==> config.mk <==
export PLATFORM = sky130hd
export DESIGN_NAME = crc16_byte_stuffing_framer
export DESIGN_NICKNAME = d
export VERILOG_FILES = /design/src/rtl/core/crcf_pkg.sv /design/src/rtl/core/crc16_byte_stuffing_framer.sv /design/src/rtl/core/crcf_front.sv /design/src/rtl/core/crcf_fifo.sv /design/src/rtl/core/crcf_back.sv
export SDC_FILE = /design/constraint.sdc
export NUM_CORES = 1
export LEC_CHECK = 0
export ABC_CLOCK_PERIOD_IN_PS = 7200
export BUFFER_PORTS_ARGS = -buffer_cell sky130_fd_sc_hd__buf_2
export CORE_UTILIZATION = 64
export CTS_CLUSTER_SIZE = 14
export DETAILED_ROUTE_END_ITERATION = 10
export PLACE_DENSITY = 0.87
export RECOVER_POWER = 50
export SLEW_MARGIN = 15
export SYNTH_ARGS = -nofsm -noshare
export SYNTH_HDL_FRONTEND = slang
export SYNTH_HIERARCHICAL = 1
export SYNTH_SLANG_ARGS = --single-unit
==> constraint.sdc <==
create_clock -name clk -period 7.2 [get_ports clk]
set_input_delay 0.72 -clock clk [delete_from_list [all_inputs] [get_ports clk]]
set_output_delay 0.72 -clock clk [all_outputs]
set_load 0.02 [all_outputs]
==> src/rtl/core/crcf_pkg.sv <==
// shared types and constants of the crc16 byte stuffing framer
// no dependencies
package crcf_pkg;

	localparam int MAX_PAYLOAD_DEF = 8;

	localparam logic [15:0] CRC_POLY = 16'hFFF1;

	// configuration register indexes
	localparam logic [1:0] CFG_SRC_ADDR = 2'd0;
	localparam logic [1:0] CFG_FLAG     = 2'd1;
	localparam logic [1:0] CFG_ESCAPE   = 2'd2;

	localparam logic [7:0] SRC_ADDR_RESET = 8'd0;
	localparam logic [7:0] FLAG_RESET     = 8'd126;
	localparam logic [7:0] ESCAPE_RESET   = 8'd125;

	// queue between front and back
	localparam int FIFO_DEPTH = 4;
	localparam int FIFO_AW    = 2;

	typedef struct packed {
		logic [7:0] src_addr;
		logic [7:0] flag;
		logic [7:0] escape;
	} crcf_cfg_t;

	typedef struct packed {
		logic [3:0] frame_length;
		logic [7:0] frame_index;
		logic [7:0] frame_count;
		logic [7:0] dst_addr;
		logic       start_of_frame;
		logic [7:0] payload_byte;
	} crcf_item_t;

	// one line byte before stuffing
	typedef struct packed {
		logic [7:0] data;
		logic       stuff;
		logic       frame_end;
		logic       run_last;
	} crcf_entry_t;

endpackage

==> src/rtl/core/crc16_byte_stuffing_framer.sv <==
// top level of the crc16 byte stuffing framer: configuration registers and
// the front, queue and back parts; depends on crcf_pkg and the crcf_* modules
//
// usage:
//  s_axis carries one payload byte per transfer; tuser high marks the first
//  byte of a frame and then the header fields in tdata are taken.
//  m_axis gives one line byte per transfer: opening flag, stuffed header
//  (count, index, source address, destination, length), stuffed payload,
//  stuffed crc-16 high then low byte, closing flag. tuser marks the closing
//  flag, tlast the last byte caused by an input transfer.
//  cfg writes source address (0), flag (1) and escape (2); cfg_ready is high.
// path: an item passes the front sequencer, the queue, the hold register and
//  the output register. throughput: one line byte per cycle from the output
//  register while the receiver takes bytes; an escaped byte goes out as the
//  escape byte and then the byte itself. The front sequencer produces one
//  byte per cycle while the queue has room, and the escape insertion in the
//  back part sets the rate.
// reset: config returns to its defaults, the queue empties, no frame is open.
// stall: the output register holds; the four-entry queue fills, then
//  s_axis_tready drops until the receiver takes bytes again.
module crc16_byte_stuffing_framer import crcf_pkg::*; #(
	parameter int MAX_PAYLOAD = MAX_PAYLOAD_DEF
) (
	input  logic        clk,
	input  logic        arst_n,
	input  logic        s_axis_tvalid,
	output logic        s_axis_tready,
	// payload_byte, dst_addr, frame_count, frame_index, frame_length, zero fill
	input  logic [39:0] s_axis_tdata,
	// start_of_frame
	input  logic        s_axis_tuser,
	output logic        m_axis_tvalid,
	input  logic        m_axis_tready,
	// line_byte
	output logic [7:0]  m_axis_tdata,
	// frame_end
	output logic        m_axis_tuser,
	// run_last
	output logic        m_axis_tlast,
	input  logic        cfg_valid,
	output logic        cfg_ready,
	input  logic [1:0]  cfg_index,
	input  logic [7:0]  cfg_data
);

	crcf_cfg_t   cfg_q;
	crcf_item_t  item;
	logic        push_valid;
	logic        push_ready;
	crcf_entry_t push_entry;
	logic        pop_valid;
	logic        pop_ready;
	crcf_entry_t pop_entry;

	assign cfg_ready = 1'b1;

	always_ff @(posedge clk or negedge arst_n) begin
		if (!arst_n) begin
			cfg_q.src_addr <= SRC_ADDR_RESET;
			cfg_q.flag <= FLAG_RESET;
			cfg_q.escape <= ESCAPE_RESET;
		end else if (cfg_valid && cfg_ready) begin
			case (cfg_index)
				CFG_SRC_ADDR: cfg_q.src_addr <= cfg_data;
				CFG_FLAG:     cfg_q.flag <= cfg_data;
				CFG_ESCAPE:   cfg_q.escape <= cfg_data;
				default:      cfg_q <= cfg_q;
			endcase
		end
	end

	always_comb begin
		item.payload_byte   = s_axis_tdata[7:0];
		item.dst_addr       = s_axis_tdata[15:8];
		item.frame_count    = s_axis_tdata[23:16];
		item.frame_index    = s_axis_tdata[31:24];
		item.frame_length   = s_axis_tdata[35:32];
		item.start_of_frame = s_axis_tuser;
	end

	crcf_front #(
		.MAX_PAYLOAD(MAX_PAYLOAD)
	) u_front (
		.clk(clk),
		.arst_n(arst_n),
		.cfg(cfg_q),
		.in_valid(s_axis_tvalid),
		.in_ready(s_axis_tready),
		.in_item(item),
		.push_valid(push_valid),
		.push_ready(push_ready),
		.push_entry(push_entry)
	);

	crcf_fifo u_fifo (
		.clk(clk),
		.arst_n(arst_n),
		.push_valid(push_valid),
		.push_ready(push_ready),
		.push_entry(push_entry),
		.pop_valid(pop_valid),
		.pop_ready(pop_ready),
		.pop_entry(pop_entry)
	);

	crcf_back u_back (
		.clk(clk),
		.arst_n(arst_n),
		.cfg(cfg_q),
		.pop_valid(pop_valid),
		.pop_ready(pop_ready),
		.pop_entry(pop_entry),
		.out_valid(m_axis_tvalid),
		.out_ready(m_axis_tready),
		.out_byte(m_axis_tdata),
		.out_end(m_axis_tuser),
		.out_last(m_axis_tlast)
	);

endmodule

==> src/rtl/core/crcf_front.sv <==
// front part: accepts input items, sequences header, payload, crc and flags,
// and runs the crc; depends on crcf_pkg
module crcf_front import crcf_pkg::*; #(
	parameter int MAX_PAYLOAD = MAX_PAYLOAD_DEF
) (
	input  logic        clk,
	input  logic        arst_n,
	input  crcf_cfg_t   cfg,
	input  logic        in_valid,
	output logic        in_ready,
	input  crcf_item_t  in_item,
	output logic        push_valid,
	input  logic        push_ready,
	output crcf_entry_t push_entry
);

	localparam logic [7:0] MAX_LEN = 8'(MAX_PAYLOAD);

	localparam logic [3:0] ST_FLAG = 4'd0;
	localparam logic [3:0] ST_CNT  = 4'd1;
	localparam logic [3:0] ST_IDX  = 4'd2;
	localparam logic [3:0] ST_MAC  = 4'd3;
	localparam logic [3:0] ST_DEST = 4'd4;
	localparam logic [3:0] ST_LEN  = 4'd5;
	localparam logic [3:0] ST_PAY  = 4'd6;
	localparam logic [3:0] ST_CRCH = 4'd7;
	localparam logic [3:0] ST_CRCL = 4'd8;
	localparam logic [3:0] ST_END  = 4'd9;

	function automatic logic [15:0] crc_feed(input logic [15:0] c, input logic [7:0] b);
		logic [15:0] r;
		r = c ^ {b, 8'h00};
		for (int k = 0; k < 8; k++) begin
			r = r[15] ? ((r << 1) ^ CRC_POLY) : (r << 1);
		end
		return r;
	endfunction

	logic        busy_q;
	logic [3:0]  step_q;
	logic [15:0] crc_q;
	logic [3:0]  rem_q;
	logic        in_frame_q;

	logic [7:0]  pay_q;
	logic [7:0]  dest_q;
	logic [7:0]  cnt_q;
	logic [7:0]  idx_q;
	logic [3:0]  len_q;

	logic        feed;
	logic        last_step;
	logic        fire;
	logic        accept;
	logic        in_frame_eff;
	logic [3:0]  len_clamped;

	always_comb begin
		push_entry = '0;
		feed = 1'b0;
		case (step_q)
			ST_FLAG: begin
				push_entry.data = cfg.flag;
			end
			ST_CNT: begin
				push_entry.data = cnt_q;
				push_entry.stuff = 1'b1;
				feed = 1'b1;
			end
			ST_IDX: begin
				push_entry.data = idx_q;
				push_entry.stuff = 1'b1;
				feed = 1'b1;
			end
			ST_MAC: begin
				push_entry.data = cfg.src_addr;
				push_entry.stuff = 1'b1;
				feed = 1'b1;
			end
			ST_DEST: begin
				push_entry.data = dest_q;
				push_entry.stuff = 1'b1;
				feed = 1'b1;
			end
			ST_LEN: begin
				push_entry.data = {4'b0, len_q};
				push_entry.stuff = 1'b1;
				feed = 1'b1;
			end
			ST_PAY: begin
				push_entry.data = pay_q;
				push_entry.stuff = 1'b1;
				feed = 1'b1;
			end
			ST_CRCH: begin
				push_entry.data = crc_q[15:8];
				push_entry.stuff = 1'b1;
			end
			ST_CRCL: begin
				push_entry.data = crc_q[7:0];
				push_entry.stuff = 1'b1;
			end
			ST_END: begin
				push_entry.data = cfg.flag;
				push_entry.frame_end = 1'b1;
			end
			default: begin
				push_entry = '0;
			end
		endcase
		// an item ends on its payload byte unless that byte closes the frame
		last_step = (step_q == ST_PAY && rem_q != 4'd1) || step_q == ST_END;
		push_entry.run_last = last_step;
	end

	assign push_valid = busy_q;
	assign fire       = busy_q && push_ready;
	assign in_ready   = !busy_q || (fire && last_step);
	assign accept     = in_valid && in_ready;

	// a frame closing in this cycle no longer counts as open
	assign in_frame_eff = in_frame_q && !(busy_q && step_q == ST_END);

	always_comb begin
		if (in_item.frame_length == 4'd0) begin
			len_clamped = 4'd1;
		end else if ({4'b0, in_item.frame_length} > MAX_LEN) begin
			len_clamped = MAX_LEN[3:0];
		end else begin
			len_clamped = in_item.frame_length;
		end
	end

	always_ff @(posedge clk or negedge arst_n) begin
		if (!arst_n) begin
			busy_q <= 1'b0;
			step_q <= ST_FLAG;
			crc_q <= '0;
			rem_q <= '0;
			in_frame_q <= 1'b0;
		end else begin
			if (fire) begin
				if (feed) begin
					crc_q <= crc_feed(crc_q, push_entry.data);
				end
				if (step_q == ST_PAY) begin
					rem_q <= rem_q - 4'd1;
				end
				if (step_q == ST_END) begin
					in_frame_q <= 1'b0;
				end
				if (last_step) begin
					busy_q <= 1'b0;
				end else begin
					step_q <= step_q + 4'd1;
				end
			end
			if (accept) begin
				if (in_item.start_of_frame) begin
					busy_q <= 1'b1;
					step_q <= ST_FLAG;
					crc_q <= '0;
					rem_q <= len_clamped;
					in_frame_q <= 1'b1;
				end else if (in_frame_eff) begin
					busy_q <= 1'b1;
					step_q <= ST_PAY;
				end
			end
		end
	end

	always_ff @(posedge clk) begin
		if (accept) begin
			pay_q <= in_item.payload_byte;
			dest_q <= in_item.dst_addr;
			cnt_q <= in_item.frame_count;
			idx_q <= in_item.frame_index;
			len_q <= len_clamped;
		end
	end

endmodule

==> src/rtl/core/crcf_fifo.sv <==
// short queue of line entries between front and back
// depends on crcf_pkg
module crcf_fifo import crcf_pkg::*; (
	input  logic        clk,
	input  logic        arst_n,
	input  logic        push_valid,
	output logic        push_ready,
	input  crcf_entry_t push_entry,
	output logic        pop_valid,
	input  logic        pop_ready,
	output crcf_entry_t pop_entry
);

	crcf_entry_t            mem_q [FIFO_DEPTH];
	logic [FIFO_AW-1:0]     wr_ptr_q;
	logic [FIFO_AW-1:0]     rd_ptr_q;
	logic [FIFO_AW:0]       count_q;
	logic                   do_push;
	logic                   do_pop;

	assign push_ready = count_q != (FIFO_AW+1)'(FIFO_DEPTH);
	assign pop_valid  = count_q != '0;
	assign pop_entry  = mem_q[rd_ptr_q];
	assign do_push    = push_valid && push_ready;
	assign do_pop     = pop_valid && pop_ready;

	always_ff @(posedge clk) begin
		if (do_push) begin
			mem_q[wr_ptr_q] <= push_entry;
		end
	end

	always_ff @(posedge clk or negedge arst_n) begin
		if (!arst_n) begin
			wr_ptr_q <= '0;
			rd_ptr_q <= '0;
			count_q <= '0;
		end else begin
			if (do_push) begin
				wr_ptr_q <= wr_ptr_q + 1'b1;
			end
			if (do_pop) begin
				rd_ptr_q <= rd_ptr_q + 1'b1;
			end
			if (do_push && !do_pop) begin
				count_q <= count_q + 1'b1;
			end else if (do_pop && !do_push) begin
				count_q <= count_q - 1'b1;
			end
		end
	end

endmodule

==> src/rtl/core/crcf_back.sv <==
// back part: inserts escape bytes and drives the registered output stream
// depends on crcf_pkg
module crcf_back import crcf_pkg::*; (
	input  logic        clk,
	input  logic        arst_n,
	input  crcf_cfg_t   cfg,
	input  logic        pop_valid,
	output logic        pop_ready,
	input  crcf_entry_t pop_entry,
	output logic        out_valid,
	input  logic        out_ready,
	output logic [7:0]  out_byte,
	output logic        out_end,
	output logic        out_last
);

	logic        hold_valid_q;
	crcf_entry_t hold_q;
	logic        esc_done_q;
	logic        m_valid_q;
	logic [7:0]  m_byte_q;
	logic        m_end_q;
	logic        m_last_q;

	logic        out_free;
	logic        need_esc;
	logic        emit;
	logic        finish;

	assign out_free = !m_valid_q || out_ready;
	assign need_esc = hold_q.stuff && !esc_done_q
		&& (hold_q.data == cfg.flag || hold_q.data == cfg.escape);
	assign emit      = hold_valid_q && out_free;
	assign finish    = emit && !need_esc;
	assign pop_ready = !hold_valid_q || finish;

	always_ff @(posedge clk or negedge arst_n) begin
		if (!arst_n) begin
			hold_valid_q <= 1'b0;
			hold_q <= '0;
			esc_done_q <= 1'b0;
			m_valid_q <= 1'b0;
			m_byte_q <= '0;
			m_end_q <= 1'b0;
			m_last_q <= 1'b0;
		end else begin
			if (pop_ready) begin
				hold_valid_q <= pop_valid;
				hold_q <= pop_entry;
				esc_done_q <= 1'b0;
			end else if (emit) begin
				esc_done_q <= 1'b1;
			end
			if (emit) begin
				m_valid_q <= 1'b1;
				m_byte_q <= need_esc ? cfg.escape : hold_q.data;
				m_end_q <= need_esc ? 1'b0 : hold_q.frame_end;
				m_last_q <= need_esc ? 1'b0 : hold_q.run_last;
			end else if (out_ready) begin
				m_valid_q <= 1'b0;
			end
		end
	end

	assign out_valid = m_valid_q;
	assign out_byte  = m_byte_q;
	assign out_end   = m_end_q;
	assign out_last  = m_last_q;

endmodule

==> flow_summary_export.csv, run 1 <==
group,metric,value,unit
timing,period_needed,4.29,ns
power,p_switching,1800,µW
yosys,synth_cell_type_count,74,
critical_path,cpMaxStageDelayCell,"clkbuf_1",
timing,tightest_slew,4.38,ns
yosys,synth_nets,661,
clock_network,cts_root_buf,"clkbuf_16",
global_route,grt_max_degree,82,
timing,skew,0.0112,ns
power,p_comb_share,44.5,%
yosys,synthMostInstantiatedCell,"edfxtp_1",
critical_path,crit_fanout,81,
power,pwr-share-seq,36.8,%
global_route,globalRouteTotalUtil,29.4,%
floorplanning,start_util,67.0,%
floorplanning,die-area,12600,µm²
floorplanning,die_h,112,µm
power,p_leak,0.00336,µW
yosys,synth_area_leaders,"edfxtp_1 31%, dfrtp_1 22%, dfstp_2 4.1%, mux2_2 4.1%, xnor2_1 4.1%",
drt,detail_route.iter0.violations,463,
critical_path,startpoint_type,"input pin",
finish,seq_area,4440,µm²
placement,io_buffers,63,
timing,holdWs,0.468,ns
yosys,synth_common_cells,"80 x edfxtp_1, 69 x dfrtp_1, 56 x nand2_1, 36 x xnor2_1, 29 x nor2_1",
critical_path,critPathKind,"in -> async",
timing,slew_headroom,-192,%
finish,fillers,751,
floorplanning,dieWidth,112,µm
critical_path,critical_path_arrival,3.79,ns
timing,fmax,0.233,GHz
global_route,grt_pass1_vias,5249,
clock_network,cts-htree-levels,4,
yosys,ys_warn_count,6,
power,power_density,543,nW/µm²
drt,ant_nets,0,
floorplanning,row_count,39,
drt,vias,5135,
global_route,grt-ovfl-total,0,
outcome,status,"complete, but fails checks",
clock_network,cts_buffers,17,
floorplanning,coreArea,11600,µm²
job,cap_viol_max_count,2,
yosys,syn-cell-area,7780,µm²
drt,wl_per_cell,21.3,µm
power,ir_worst_vdd,0.354,mV
critical_path,cp_top_family,"buffers and inverters",
critical_path,crit_chain,"clkbuf_1",
clock_network,cts_setup_buffers,0,
yosys,synth-edff-count,80,
power,p_sw_share,38.6,%
finish,areaGrowthSynthToFinish,10.7,%
yosys,synthArstFlopShare,50.3,%
power,p_clk_share,18.7,%
timing,setup_slack,2.91,ns
drt,drc,3,
critical_path,crit_required,6.70,ns
clock_network,path_clk_slew,0.06,ns
finish,drive_gt1_share,23.1,%
clock_network,cts_hold_buf,0,
clock_network,cts_buffer_depth,2,
timing,fin_crit_sh,59.6,%
clock_network,clock-sinks,161,
timing,slew_viol_final,112,
clock_network,cts_resized,0,
outcome,failed_checks,"design-rule violations, max-capacitance violations, max-slew violations",
finish,multi_input_area,3040,µm²
power,internal-power,2870,µW
yosys,ys_seq_area_share,57.1,%
yosys,yosys.area.top_type,"edfxtp_1",
placement,dp_hpwl,11100,µm
finish,final_util,74.2,%
clock_network,cts_tree,"done",
drt,first_pass_iters,8,
finish,nets,713,
clock_network,worst_skew_pair.late_latency,0.43,ns
global_route,grt_pass1_wl,27600,µm
timing,tns,0,ns
yosys,avgSynthCellArea,13.1,µm²
yosys,synth_top_area_share,30.9,%
drt,wl,17100,µm
finish,fin_area,8620,µm²
finish,diodes,0,
drt,routed_via_density,6.41,
placement,pre_cts_ws,4.03,ns
placement,dpl_cell_area,8090,µm²
hold_path,hp-class,"in -> reg",
critical_path,end_kind,"async pin",
yosys,synth-main-ff-cell,"edfxtp_1",
placement,gp_congestion,0.920,
yosys,synth_seq_cells,161,
yosys,synth_cells,593,
critical_path,worst-path-buf-inv,1,
timing,rsz0062_at_grt,"no",
global_route,antenna_found_initial,0,
critical_path,cp_slowest_stage_delay,3.02,ns
floorplanning,ios,69,
timing,hold_viol,0,
timing,setup_viol,0,
-- worst paths after layout --
check                                  start                end  slack (ns)  depth (start not counted)
max                                   arst_n  u_front/crc_q[14]        2.91                          1
min                         s_axis_tdata[27]   u_front/idx_q[3]        0.47                          1
max reg2reg                u_front/step_q[0]   u_front/crc_q[8]        3.91                          9
min reg2reg                   u_back/out_end     u_back/out_end        0.48                          2
max in group clk           u_front/step_q[0]      s_axis_tready        3.65                          7
min in group asynchronous             arst_n     u_back/out_end        1.86                          1
-- power by group through the flow --
stage                     Combinational (µW)  Clock, µW  Sequential [µW]
final                                   2080        874             1720
after global routing                    2260        919             1760
after CTS                               2080        884             1720
after detailed placement                2040          0             1730
after global placement                  1950          0             1700
after floorplan                         1660          0             1650
-- through the flow --
step                      std cells  power [µW]
after CTS                       801        4680
after detailed placement        769        3770
after global routing            801        4950
after floorplan                 593        3310
final                           801        4670
after global placement          769        3650
-- per-layer routing --
layer	wire (µm)	GRT usage [%]	share of wire [%]
met1	6800	36.3	40
met4	465	13.1	2.7
met2	8830	50.4	52
met5	0	0	0
met3	964	6.32	5.7
-- sequential cells by signal, summed over array words and instances (netlist names), 8 cells and up --
register and flops:
u_fifo/mem_q 44, cfg_q 24, u_front/crc_q 16, u_back/hold_q 11, u_back/out_byte 8, u_front/cnt_q 8
u_front/dest_q 8, u_front/idx_q 8, u_front/pay_q 8
-- cells by family (layout without fill, tap and decap cells) --
kind of cell               after synthesis  in the layout  synth area share (%)
and+or+nand+nor                        150            150                  9.62
buffers and inverters                   48            113                  3.57
other                                    1              1                0.0482
xor gates and xnor gates                54             54                  7.11
AOI/OAI and AO/OA                      119            119                  11.9
adders and majority gates               12             12                  2.03
muxes                                   48             48                  8.67
DFF                                    161            161                  57.1
-- area by class of cell --
cell class                      count  share of cell area (%)
Multi-Input combinational cell    384                    35.2
Sequential cell                   161                    51.6
Clock buffer                       21                    5.34
Timing Repair Buffer               68                    3.88
Clock inverter                     11                    1.31
Tap cell                          143                    2.08
Inverter                           13                   0.566
-- cell usage in the layout, fill, tap and decap left out, drive strengths merged, types with 8 or more instances in the layout --
cell and count:
dfrtp 69, dfstp 12, nand2 56, nor2 30
edfxtp 80, a211oi 11, buf 53, inv 13
nand3 20, xor2 13, mux2 30, nand3b 9
a22oi 10, a21oi 20, o21ai 25, a31oi 8
ha 11, o211ai 20, xnor2 37, mux4 11
clkbuf 36
-- worst register-to-register path, delay by kind of cell, from the launching register on --
| family | cells | cell delay, ns |
|---|---|---|
| AOI/OAI and AO/OA | 4 | 1.01 |
| xor gates and xnor gates | 2 | 0.71 |
| adders and majority gates | 1 | 0.64 |
| buffers and inverters | 1 | 0.13 |
| DFF | 1 | 0.41 |
| and+or+nand+nor | 1 | 0.31 |
(Power assumes the default switching activity.)
==> inputs of run 2 (changes only) <==
ABC_CLOCK_PERIOD_IN_PS = 3800   (was 7200)
CORE_UTILIZATION = 54   (was 64)
PLACE_DENSITY = 0.78   (was 0.87)
clock period = 3.8 ns   (was 7.2 ns; I/O delays follow)
==> run 2 against run 1 <==
Effect of this change:
- the flow finishes with violations (max-capacitance violations, max-slew violations)
- sequential share of layout area down 0.54 points
- global-route usage down 6.0 points
- largest cell class unchanged
- via count down 4.1%
- non-clock buffer count up 7
- register-to-register slack worse by 3.2 ns
- highest routed layer unchanged
==> flow_summary_export.csv, run 2 (synthesized netlist as in run 1, its figures left out) <==
group,metric,value,unit
drt,drc,0,
clock_network,cts_root_buf,"clkbuf_16",
finish,diodes,0,
critical_path,critPathKind,"reg -> out",
drt,route.met2.wl,8000,µm
drt,ant_nets,0,
finish,fillers,1043,
job,cap_viol_max_count,1,
drt,routed_via_density,5.82,
global_route,globalRouteTotalUtil,23.4,%
finish,areaGrowthSynthToFinish,11.9,%
drt,wl_met1,6860,µm
finish,top_register,"u_fifo/mem_q",
critical_path,timing.rr.start,"u_front/step_q[1]",
finish,fin_area,8710,µm²
timing,slew_headroom,-35.0,%
clock_network,cts_tree,"done",
floorplanning,start_util,55.6,%
floorplanning,dieWidth,122,µm
timing,tns,0,ns
critical_path,end_kind,"primary output",
finish,mostFrequentLayoutCells,"80 x edfxtp_1, 69 x dfrtp_1, 56 x nand2_1, 48 x buf_2, 36 x xnor2_1",
critical_path,crit_chain,"inv_1 -> ha_1 -> clkbuf_1 -> nand3b_2 -> o21ai_1 -> nand2_1 -> nand2_1 -> buf_2",
critical_path,cp_top_family,"buffers and inverters",
clock_network,cts-htree-levels,4,
global_route,antenna_found_initial,0,
power,pwr-share-seq,37.2,%
drt,wl_per_cell,19.0,µm
drt,first_pass_iters,5,
timing,rsz0062_at_grt,"no",
clock_network,clock-sinks,161,
placement,gp_congestion,0.879,
floorplanning,ios,69,
clock_network,path_clk_slew,0.06,ns
power,p_leak,0.00339,µW
placement,io_buffers,63,
power,power_density,1010,nW/µm²
finish,layout_commonest_cell,"edfxtp_1",
global_route,grt-ovfl-total,0,
power,p_sw_share,38.1,%
drt,detail_route.iter0.violations,406,
critical_path,cp_slowest_stage_delay,0.49,ns
placement,dp_hpwl,11300,µm
finish,largest_register_ffs,44,
finish,nets,720,
critical_path,crit_fanout,10,
outcome,status,"complete, but fails checks",
critical_path,crit_required,3.42,ns
clock_network,cts_buffers,17,
finish,top_regs,"u_fifo/mem_q (44), cfg_q (24), u_front/crc_q (16)",
critical_path,cpMaxStageDelayCell,"ha_1",
clock_network,cts_buffer_depth,2,
clock_network,cts_setup_buffers,0,
critical_path,worst-path-buf-inv,3,
timing,tightest_slew,2.03,ns
timing,skew,0.00683,ns
floorplanning,coreArea,14000,µm²
timing,fin_crit_sh,82.5,%
power,p_clk_share,18.6,%
floorplanning,row_count,43,
hold_path,hp-class,"in -> reg",
timing,setup_viol,0,
critical_path,startpoint_type,"flop",
global_route,grt_pass1_vias,4958,
clock_network,cts_hold_buf,0,
drt,wl,16000,µm
power,internal-power,5420,µW
clock_network,worst_skew_pair.late_latency,0.42,ns
timing,fmax,0.319,GHz
drt,vias,4922,
timing,period_needed,3.13,ns
global_route,grt_max_degree,82,
drt,dr_wl_met3,933,µm
clock_network,cts_resized,0,
timing,hold_viol,0,
critical_path,critical_path_arrival,2.75,ns
drt,highest-signal-layer,"met4",
hold_path,worstHoldStart,"s_axis_tdata[21]",
floorplanning,die-area,14900,µm²
placement,dpl_cell_area,8190,µm²
power,p_comb_share,44.2,%
critical_path,cp-startpoint,"u_front/step_q[1]",
power,p_switching,3340,µW
global_route,grt_pass1_wl,25900,µm
finish,drive_gt1_share,24.8,%
power,ir_worst_vdd,0.644,mV
floorplanning,die_h,122,µm
outcome,failed_checks,"max-capacitance violations, max-slew violations",
critical_path,cp_common_cell,"nand2_1",
timing,slew_viol_final,82,
run 2: worst paths after layout:
kind | end | slack, ns | cells past startpoint
setup / recovery | s_axis_tready | 0.67 | 8
hold / removal | u_front/cnt_q[5] | 0.13 | 1
setup reg to reg | u_front/crc_q[8] | 0.71 | 9
hold reg to reg | u_back/out_end | 0.49 | 2
max in group asynchronous | u_front/crc_q[12] | 2.08 | 1
min in group asynchronous | u_back/out_last | 0.54 | 1
run 2: final cells by class:
class / instances / area [µm²] / area share, %
clock buffers: 17 / 425 / 4.89
clock inverters: 15 / 143 / 1.64
inverters: 13 / 48.8 / 0.560
multi-input cells: 384 / 3040 / 34.9
flip-flops and latches: 161 / 4440 / 51.0
well taps: 180 / 225 / 2.59
repair buffers: 75 / 384 / 4.41
run 2: power groups by stage:
stage                     combinational (µW)  sequential, µW  clock (µW)
after global routing                    4220            3350        1740
final                                   3880            3260        1630
after detailed placement                3860            3290           0
after CTS                               3890            3260        1660
after floorplan                         3140            3120           0
after global placement                  3750            3240           0
run 2: through the flow:
stage	hold slack [ns]	power, µW	instances	util, %	worst slack [ns]
5_1_grt	0.104	9310	845	62.2	0.448
3_3_place_gp	0.458	6990	813	58.5	0.899
2_1_floorplan	0.0844	6270	593	-	0.965
6_report	0.130	8770	845	62.2	0.665
4_1_cts	0.113	8810	845	62.6	0.736
3_5_place_dp	0.477	7150	813	58.5	0.844
run 2: layer usage:
metal  vias up  global-route usage [%]
li1       2305                       -
met1      2457                    31.2
met2       145                    37.6
met3        15                    6.37
met4         0                    6.71
met5         -                       0
==> inputs of run 3 (changes only) <==
ABC_AREA = 1   (was unset)
ABC_CLOCK_PERIOD_IN_PS = 2850   (was 3800)
CORE_UTILIZATION = 55   (was 54)
PLACE_DENSITY = 0.79   (was 0.78)
clock period = 2.85 ns   (was 3.8 ns; I/O delays follow)
==> run 3 against run 2 <==
Effect of this change:
- the flow now finishes without violations
- core utilization increased by 1.6 points
- via count increased by 31%
- final area increased by 8.2%
- critical path type is now reg -> reg
- worst setup slack got worse by 0.51 ns
- clock skew increased by 0.0077 ns
- global-route usage increased by 0.40 points
- synthesized cell count increased by 56%
- sequential cell count unchanged
- sequential share of layout area decreased by 3.9 points
- synthesized area increased by 8.8%
==> flow_summary_export.csv, run 3 <==
group,metric,value,unit
outcome,status,"finished clean",
drt,vias,6437,
floorplanning,row_count,44,
critical_path,cp_slowest_stage_delay,0.41,ns
job,cap_viol_max_count,0,
critical_path,cpMaxStageDelayCell,"dfrtp_1",
yosys,synth-xor-area-share,2.79,%
global_route,grt-ovfl-total,0,
yosys,synthArstFlopShare,50.3,%
yosys,synth-edff-count,80,
critical_path,critPathKind,"reg -> reg",
critical_path,cp_top_family,"simple AND/OR/NAND/NOR gates",
drt,ant_nets,0,
finish,fillers,1219,
drt,wl,17900,µm
finish,drive_gt1_share,17.9,%
power,p_leak,0.00455,µW
timing,skew,0.0145,ns
finish,top_register,"u_fifo/mem_q",
clock_network,cts_tree,"done",
finish,fin_area,9420,µm²
critical_path,critical_path_arrival,3.00,ns
timing,tns,0,ns
placement,dp_hpwl,12700,µm
finish,fin_cells,1187,
yosys,synthSimpleGateAreaFrac,28.4,%
placement,gp_congestion,0.897,
floorplanning,start_util,57.4,%
power,p_total,13200,µW
floorplanning,ios,69,
clock_network,cts_root_buf,"clkbuf_16",
yosys,synth_cells,924,
clock_network,worst_skew_pair.late_latency,0.42,ns
global_route,grt_max_degree,46,
placement,io_buffers,63,
yosys,ys_seq_area_share,52.5,%
timing,rsz0062_at_grt,"no",
yosys,synth_nets,992,
yosys,syn-cell-area,8460,µm²
placement,dpl_cell_area,8890,µm²
yosys,synth_seq_cells,161,
floorplanning,die_h,126,µm
critical_path,cp_common_cell,"nand2_2",
timing,fin_crit_sh,94.6,%
timing,period_needed,2.70,ns
clock_network,cts_buffers,17,
finish,areaGrowthSynthToFinish,11.3,%
drt,first_pass_iters,5,
timing,hold_viol,0,
global_route,globalRouteTotalUtil,23.8,%
power,power_density,1400,nW/µm²
timing,tightest_slew,1.29,ns
drt,detail_route.iter0.violations,512,
finish,nets,1058,
drt,wl_per_cell,15.1,µm
clock_network,cts_buffer_depth,2,
timing,holdWs,0.0363,ns
critical_path,crit_chain,"inv_1 -> ha_1 -> inv_1 -> o21ai_4 -> nand2_2 -> nand3_2 -> nand2_2 -> nand2_4 -> nand2_1 -> nand2_2 -> nand2_2 -> nand3_1 -> nand3b_1 -> nand2_1 -> a21oi_1",
drt,drc,0,
hold_path,hp-class,"in -> reg",
global_route,grt_pass1_vias,6053,
critical_path,worst-path-buf-inv,2,
critical_path,crit_required,3.15,ns
critical_path,end_kind,"flop",
clock_network,path_clk_slew,0.06,ns
critical_path,startpoint_type,"flop",
yosys,synth_top_area_share,28.4,%
finish,largest_register_ffs,44,
floorplanning,dieWidth,126,µm
yosys,synth_cell_type_count,43,
global_route,antenna_found_initial,0,
yosys,synth_compound_area_share,5.74,%
timing,fmax,0.371,GHz
yosys,synthMuxAreaShare,0.133,%
clock_network,clock-sinks,161,
placement,placed_cells,1154,
yosys,synth-main-ff-cell,"edfxtp_1",
finish,diodes,0,
yosys,yosys.area.top_type,"edfxtp_1",
global_route,grt_pass1_wl,29100,µm
yosys,synth_top_family_by_area,"simple AND/OR/NAND/NOR gates",
yosys,synth_area_leaders,"edfxtp_1 28%, dfrtp_1 20%, nand2_1 13%, inv_1 4.6%, nand3_1 4.3%",
critical_path,crit_fanout,8,
power,ir_worst_vdd,0.788,mV
timing,setup_viol,0,
yosys,ys_warn_count,6,
timing,slew_headroom,14.0,%
floorplanning,die-area,15900,µm²
finish,mostFrequentLayoutCells,"284 x nand2_1, 104 x inv_1, 80 x edfxtp_1, 77 x nand3_1, 69 x dfrtp_1",
finish,top_regs,"u_fifo/mem_q (44), cfg_q (24), u_front/crc_q (16)",
clock_network,cts-htree-levels,4,
floorplanning,coreArea,14800,µm²
yosys,avgSynthCellArea,9.16,µm²
drt,routed_via_density,5.42,
timing,slew_viol_final,0,
clock_network,cts_setup_buffers,0,
yosys,synth_common_cells,"283 x nand2_1, 104 x inv_1, 80 x edfxtp_1, 73 x nand3_1, 69 x dfrtp_1",
finish,layout_commonest_cell,"nand2_1",
yosys,synthMostInstantiatedCell,"nand2_1",
yosys,synthAdderAreaFrac,1.86,%
[run 3: cell count changes after synthesis, sizes merged, moves of 8 or more]
| cell | change |
|---|---|
| nand2 | +262 |
| inv | +105 |
| nand3 | +67 |
| nand4 | +34 |
| mux2 | -29 |
| xnor2 | -27 |
| nor2 | +19 |
| mux4 | -11 |
| a211oi | -10 |
| a22oi | -10 |
| a21oi | -9 |
| a31oi | -8 |
[run 3: stage by stage]
stage	setup slack [ns]	util, %
after detailed placement	0.234	60.3
after global placement	0.292	60.3
final	0.153	63.9
after global routing	0.00554	63.9
after floorplan	0.285	-
after CTS	0.207	64.3
[run 3: cell families after synthesis]
logic type / after synthesis
flip-flops: 161
multiplexers: 1
XOR/XNOR: 23
buffers and inverters: 152
AO/OA/AOI/OAI: 73
adder cells (fa/ha/maj): 12
other: 1
AND/OR/NAND/NOR: 501
[run 3: power breakdown]
part	leakage (µW)	switching (µW)	internal, µW	total, µW
clock	0.000290	849	1340	2190
combinational	0.00255	4380	2280	6660
sequential	0.00171	629	3700	4330
[run 3: path summary, 6_finish.rpt]
check,to,startpoint,slack [ns],cells after the start
hold / removal,u_front/dest_q[2],s_axis_tdata[10],0.04,1
min in group asynchronous,u_fifo/count_q[2],arst_n,0.59,2
setup / recovery,u_front/crc_q[4],u_front/step_q[0],0.15,15
setup reg to reg,u_front/crc_q[4],u_front/step_q[0],0.15,15
max in group asynchronous,u_front/rem_q[0],arst_n,0.53,3
hold reg to reg,cfg_q[5],cfg_q[5],0.47,2
[run 3: cell type report]
| type | count | area (µm²) | area share (%) |
|---|---|---|---|
| well taps | 184 | 230 | 2.44 |
| inverters | 118 | 448 | 4.75 |
| multi-input cells | 611 | 3270 | 34.7 |
| clock buffers | 28 | 561 | 5.95 |
| repair buffers | 81 | 450 | 4.78 |
| clock inverters | 4 | 20.0 | 0.212 |
| flip-flops and latches | 161 | 4440 | 47.2 |
[run 3: worst reg2reg max path, delay by kind of cell, from the launching register on]
family / cells / cell delay, ns
AO/OA/AOI/OAI: 2 / 0.45
adder cells (fa/ha/maj): 1 / 0.30
buffers and inverters: 2 / 0.26
flip-flops: 1 / 0.41
AND/OR/NAND/NOR: 10 / 1.16
[run 3: per-layer routing]
layer  vias to the layer above  wire, µm  global-route usage (%)
li1                       3174         -                       -
met4                         0       607                    11.2
met5                         -         0                       0
met2                       186      8720                    39.5
met1                      3041      7760                    30.1
met3                        36       817                    4.80
[run 3: what timing repair did]
item	in CTS	in global routing
resized for setup	0	2
hold buffers	1	0
setup endpoints to repair	0	3
endpoints found under the hold margin	34	0
